**src/design/dtwb_pkg.sv**
```systemverilog
// Shared types, constants and CORDIC arctangent table for the detection box block.
package dtwb_pkg;

  localparam logic signed [33:0] CORDIC_GAIN = 34'sd652032874;

  localparam logic [1:0] MODE_MAP     = 2'd0;
  localparam logic [1:0] MODE_BASE    = 2'd1;
  localparam logic [1:0] MODE_INVALID = 2'd2;
  localparam logic [1:0] MODE_UNUSED  = 2'd3;

  localparam logic [2:0] REG_OFS_X  = 3'd0;
  localparam logic [2:0] REG_OFS_Y  = 3'd1;
  localparam logic [2:0] REG_MODE   = 3'd2;
  localparam logic [2:0] REG_MIRROR = 3'd3;
  localparam logic [2:0] REG_ENABLE = 3'd4;
  localparam logic [2:0] REG_THRESH = 3'd5;

  function automatic logic signed [33:0] atan_turn(input int i);
    logic signed [33:0] r;
    case (i)
      0: r = 34'sd536870912;
      1: r = 34'sd316933406;
      2: r = 34'sd167458907;
      3: r = 34'sd85004756;
      4: r = 34'sd42667331;
      5: r = 34'sd21354465;
      6: r = 34'sd10679838;
      7: r = 34'sd5340245;
      8: r = 34'sd2670163;
      9: r = 34'sd1335087;
      10: r = 34'sd667544;
      11: r = 34'sd333772;
      12: r = 34'sd166886;
      13: r = 34'sd83443;
      14: r = 34'sd41722;
      15: r = 34'sd20861;
      16: r = 34'sd10430;
      17: r = 34'sd5215;
      18: r = 34'sd2608;
      19: r = 34'sd1304;
      20: r = 34'sd652;
      21: r = 34'sd326;
      22: r = 34'sd163;
      23: r = 34'sd81;
      default: r = '0;
    endcase
    return r;
  endfunction

  typedef struct packed {
    logic               mode_map;
    logic               mode_base;
    logic signed [31:0] rob_x;
    logic signed [31:0] rob_y;
    logic        [30:0] size_x;
    logic        [30:0] size_y;
  } side_t;

endpackage

```
**src/design/dtwb_cordic.sv**
```systemverilog
// Pipelined rotation-mode CORDIC: one stage per iteration, stall-aware.
module dtwb_cordic #(
  parameter int STAGES = 16,
  parameter int SIDE_W = 8
) (
  input  logic                      clk,
  input  logic                      rst,
  input  logic                      adv,
  input  logic                      in_valid,
  input  logic [15:0]               angle,
  input  logic [SIDE_W-1:0]         in_side,
  output logic                      out_valid,
  output logic signed [31:0]        cos_q30,
  output logic signed [31:0]        sin_q30,
  output logic [SIDE_W-1:0]         out_side
);

  logic signed [33:0] x [0:STAGES];
  logic signed [33:0] y [0:STAGES];
  logic signed [33:0] z [0:STAGES];
  logic               flip [0:STAGES];
  logic               vld [0:STAGES];
  logic [SIDE_W-1:0]  side [0:STAGES];
  logic signed [31:0] a0;
  logic signed [31:0] a1;
  logic               big;

  // fold angles beyond +-pi/2 by pi and negate at the end
  always_comb begin
    a0  = $signed({angle, 16'h0000});
    big = (a0 > 32'sh40000000) || (a0 < -32'sh40000000);
    a1  = big ? (a0 + 32'sh80000000) : a0;
  end

  always_ff @(posedge clk) begin
    if (rst) begin
      vld[0] <= 1'b0;
    end else if (adv) begin
      vld[0] <= in_valid;
    end
    if (adv) begin
      x[0] <= dtwb_pkg::CORDIC_GAIN;
      y[0] <= '0;
      z[0] <= 34'(a1);
      flip[0] <= big;
      side[0] <= in_side;
    end
  end

  for (genvar i = 0; i < STAGES; i++) begin : g_stage
    always_ff @(posedge clk) begin
      if (rst) begin
        vld[i+1] <= 1'b0;
      end else if (adv) begin
        vld[i+1] <= vld[i];
      end
      if (adv) begin
        if (!z[i][33]) begin
          x[i+1] <= x[i] - (y[i] >>> i);
          y[i+1] <= y[i] + (x[i] >>> i);
          z[i+1] <= z[i] - dtwb_pkg::atan_turn(i);
        end else begin
          x[i+1] <= x[i] + (y[i] >>> i);
          y[i+1] <= y[i] - (x[i] >>> i);
          z[i+1] <= z[i] + dtwb_pkg::atan_turn(i);
        end
        flip[i+1] <= flip[i];
        side[i+1] <= side[i];
      end
    end
  end

  assign out_valid = vld[STAGES];
  assign cos_q30   = flip[STAGES] ? -x[STAGES][31:0] : x[STAGES][31:0];
  assign sin_q30   = flip[STAGES] ? -y[STAGES][31:0] : y[STAGES][31:0];
  assign out_side  = side[STAGES];

endmodule

```
**config.mk**
```make
export PLATFORM = sky130hd
export DESIGN_NAME = dtwb_cordic
export DESIGN_NICKNAME = d
export VERILOG_FILES = /design/src/design/dtwb_pkg.sv /design/src/design/dtwb_cordic.sv
export SDC_FILE = /design/constraint.sdc
export NUM_CORES = 2
export LEC_CHECK = 0
export BUFFER_PORTS_ARGS = -buffer_cell sky130_fd_sc_hd__buf_4
export CORE_MARGIN = 3
export CORE_UTILIZATION = 45
export DETAILED_ROUTE_END_ITERATION = 16
export GPL_TIMING_DRIVEN = 0
export PLACE_DENSITY = 0.63
export SYNTH_ARGS = -nofsm -noshare
export SYNTH_HDL_FRONTEND = slang
export SYNTH_SLANG_ARGS = --single-unit
```
**constraint.sdc**
```tcl
create_clock -name clk -period 10.9 [get_ports clk]
set_input_delay 1.09 -clock clk [delete_from_list [all_inputs] [get_ports clk]]
set_output_delay 1.09 -clock clk [all_outputs]
set_load 0.05 [all_outputs]
```
==> impl_metrics.tcl <==
set metrics [dict create \
    ys.warnings.count 0 \
    vias_per_cell 5.66 \
    holdBufCountCts 0 \
    die_h_um 538 \
    firstDrtPassIters 6 \
    dp_hpwl_um 251000 \
    use_met3_pct 2.22 \
    clock_latency_ns 0.85 \
    clk_path_buf_depth 4 \
    synth_edf_count 1611 \
    fill_cells 25900 \
    track_usage_pct 21.2 \
    fin_nets 14600 \
    cts_tree "yes" \
    gp_congestion 0.941 \
    numCtsBuffers 187 \
    holdWs_ns 0.403 \
    relSlewSlack_pct 2.43 \
    cts_resized 0 \
    die-area_mm2 0.289 \
    fin_skew_ns 0.0669 \
    endpoint_kind "register" \
    ios 101 \
    finalWirelength_um 315000 \
    grt.busiest_layer "met2" \
    drv_slew 0 \
    antenna_found_initial 3 \
    rsz0062_at_grt "false" \
    layout_commonest_cell "edfxtp_1" \
    first_global_vias 91500 \
    holdCritPathClass "primary input to register" \
    fmax_ghz 0.118 \
    io_buffers 100 \
    grt_max_degree 130 \
    root_buffer "clkbuf_16" \
    drive_above_1_share_pct 4.36 \
    met1_usage_pct 27.8 \
    setup_viol 0 \
    hold_viol 0 \
    arrival_ns 9.03 \
    synthesis.area_mm2 0.127 \
    fin_crit_ns 8.46 \
    tns_ns 0 \
    post_cts_buffers 0 \
    grtUsageMet2_pct 36.9 \
    detail_route.wl_per_cell_um 18.4 \
    synth.avg_cell_area_um2 9.87 \
    clk_pin_slew_ns 0.06 \
    antenna_left 0 \
    final_cell_mix "edfxtp_1 (1611), ha_1 (1375), a21oi_1 (1281)" \
    die_w_um 538 \
    design.core.area_mm2 0.280 \
    startpoint_type "primary input" \
    multi_input_area_mm2 0.0762 \
    rows 194 \
    timing.final.crit_share_pct 77.6 \
    async_flop_share_pct 0 \
    syn_nets 14300 \
    grt_pass1_wl_um 498000 \
    syn_to_final_growth_pct 9.61 \
    path_max_fanout 42 \
    overflow 0 \
    cts.sinks 1611 \
    synth-seq-cells 1611 \
    synth_seq_area_share_pct 38.0 \
    vias 96600 \
    status "finished clean" \
    dr.first_iter.drc_count 7013 \
    max-cap-violations 0 \
    start_util_pct 45.4 \
    syn-instance-count 12900 \
    synthDistinctLibCells 93 \
    htreeDepth 4 \
    postLayoutCellArea_mm2 0.139 \
    worst_pin_slew_ns 1.46 \
    drc_errors 0 \
    required_ns 11.47 \
    worstSetupPathType "primary input to register" \
    seq_area_mm2 0.0484 \
    synthFlopType "edfxtp_1" \
    placed_area_mm2 0.133 \
]
routing by layer:
metal,wire length (µm),up-vias
li1,-,48700
met1,140000,45400
met2,150000,2098
met3,14100,480
met4,9940,0
met5,0,-
state kept, by name, indices dropped and copies added (netlist names):
name,cells
z,450
y,509
vld,17
x,482
flip,17
side,136
critical path, cell delays in order:
cell      delay [ns]
buf_8           0.30
clkbuf_1        0.70
clkbuf_1        0.81
nand2_1         0.68
inv_1           0.37
clkbuf_1        0.54
buf_2           0.62
nor2_1          0.11
xnor2_1         0.23
ha_1            0.31
nor2b_1         0.14
o21ai_0         0.19
a21boi_0        0.18
o41ai_1         0.69
o21a_1          0.32
o21ai_0         0.29
a31oi_1         0.38
o21ai_0         0.22
o21ai_0         0.48
o311ai_0        0.21
area by class of cell:
| class | instances | area share [%] |
|---|---|---|
| repair buffers | 122 | 0.912 |
| diodes | 2 | 0.00359 |
| well taps | 3724 | 3.34 |
| clock buffers | 222 | 3.51 |
| multi-input cells | 10600 | 54.7 |
| clock inverters | 112 | 0.941 |
| flip-flops and latches | 1611 | 34.7 |
| inverters | 480 | 1.29 |
| plain buffers | 206 | 0.639 |
cell usage after synthesis, types with 57 or more instances:
library cell,number,share of area (%)
edfxtp_1,1611,38
ha_1,1375,14
a21oi_1,1281,5.0
xnor2_1,1240,8.5
nor2_1,995,2.9
o21ai_0,736,2.9
nand2_1,731,2.2
a21o_1,650,3.8
xor2_1,636,4.4
inv_1,475,1.4
nor3_1,269,1.1
nand2b_1,230,1.1
nand3_1,217,0.85
nor2b_1,200,0.98
o21a_1,195,1.2
clkbuf_1,163,0.48
o31ai_1,155,0.91
o21bai_1,154,0.91
a211oi_1,120,0.71
and3_1,110,0.54
a31oi_1,103,0.51
or3_1,91,0.45
nor4_1,88,0.43
nand4_1,84,0.41
and2_1,83,0.41
mux2i_1,68,0.54
or2_2,58,0.29
o41ai_1,57,0.39
kinds of logic (layout without fill, tap and decap cells):
kind of cell	count (synthesis)	count (layout)	share of synthesized area [%]
buffers and inverters	686	1142	2.06
other	0	2	0
flip-flops	1611	1611	38.0
XOR/XNOR	1877	1877	12.9
adder cells (fa/ha/maj)	1417	1417	14.2
AND/OR/NAND/NOR	3297	3297	12.6
multiplexers	107	107	0.880
AO/OA/AOI/OAI	3893	3893	19.4
stage by stage:
step | cells | util (%) | worst slack (ns)
floorplan | 12900 | - | 5.21
detailed placement | 16700 | 47.5 | 1.47
finish | 17100 | 49.7 | 2.44
global route | 17100 | 49.7 | 1.87
global placement | 16700 | 47.3 | -1.16
CTS | 17100 | 49.7 | 2.40
worst paths after layout:
path                         startpoint                     to  slack (ns)  depth (start not counted)
setup reg to reg     z[9][33]$_DFFE_PP_    z[10][33]$_DFFE_PP_        4.42                         15
setup / recovery                    adv     y[6][32]$_DFFE_PP_        2.44                         20
hold reg to reg   side[0][39]$_DFFE_PP_  side[0][47]$_DFFE_PP_        0.41                          0
hold / removal               in_side[5]   side[0][5]$_DFFE_PP_        0.40                          1
Power is not shown: default switching activity piles up to over one toggle a cycle in this logic, so the estimate is an artifact.
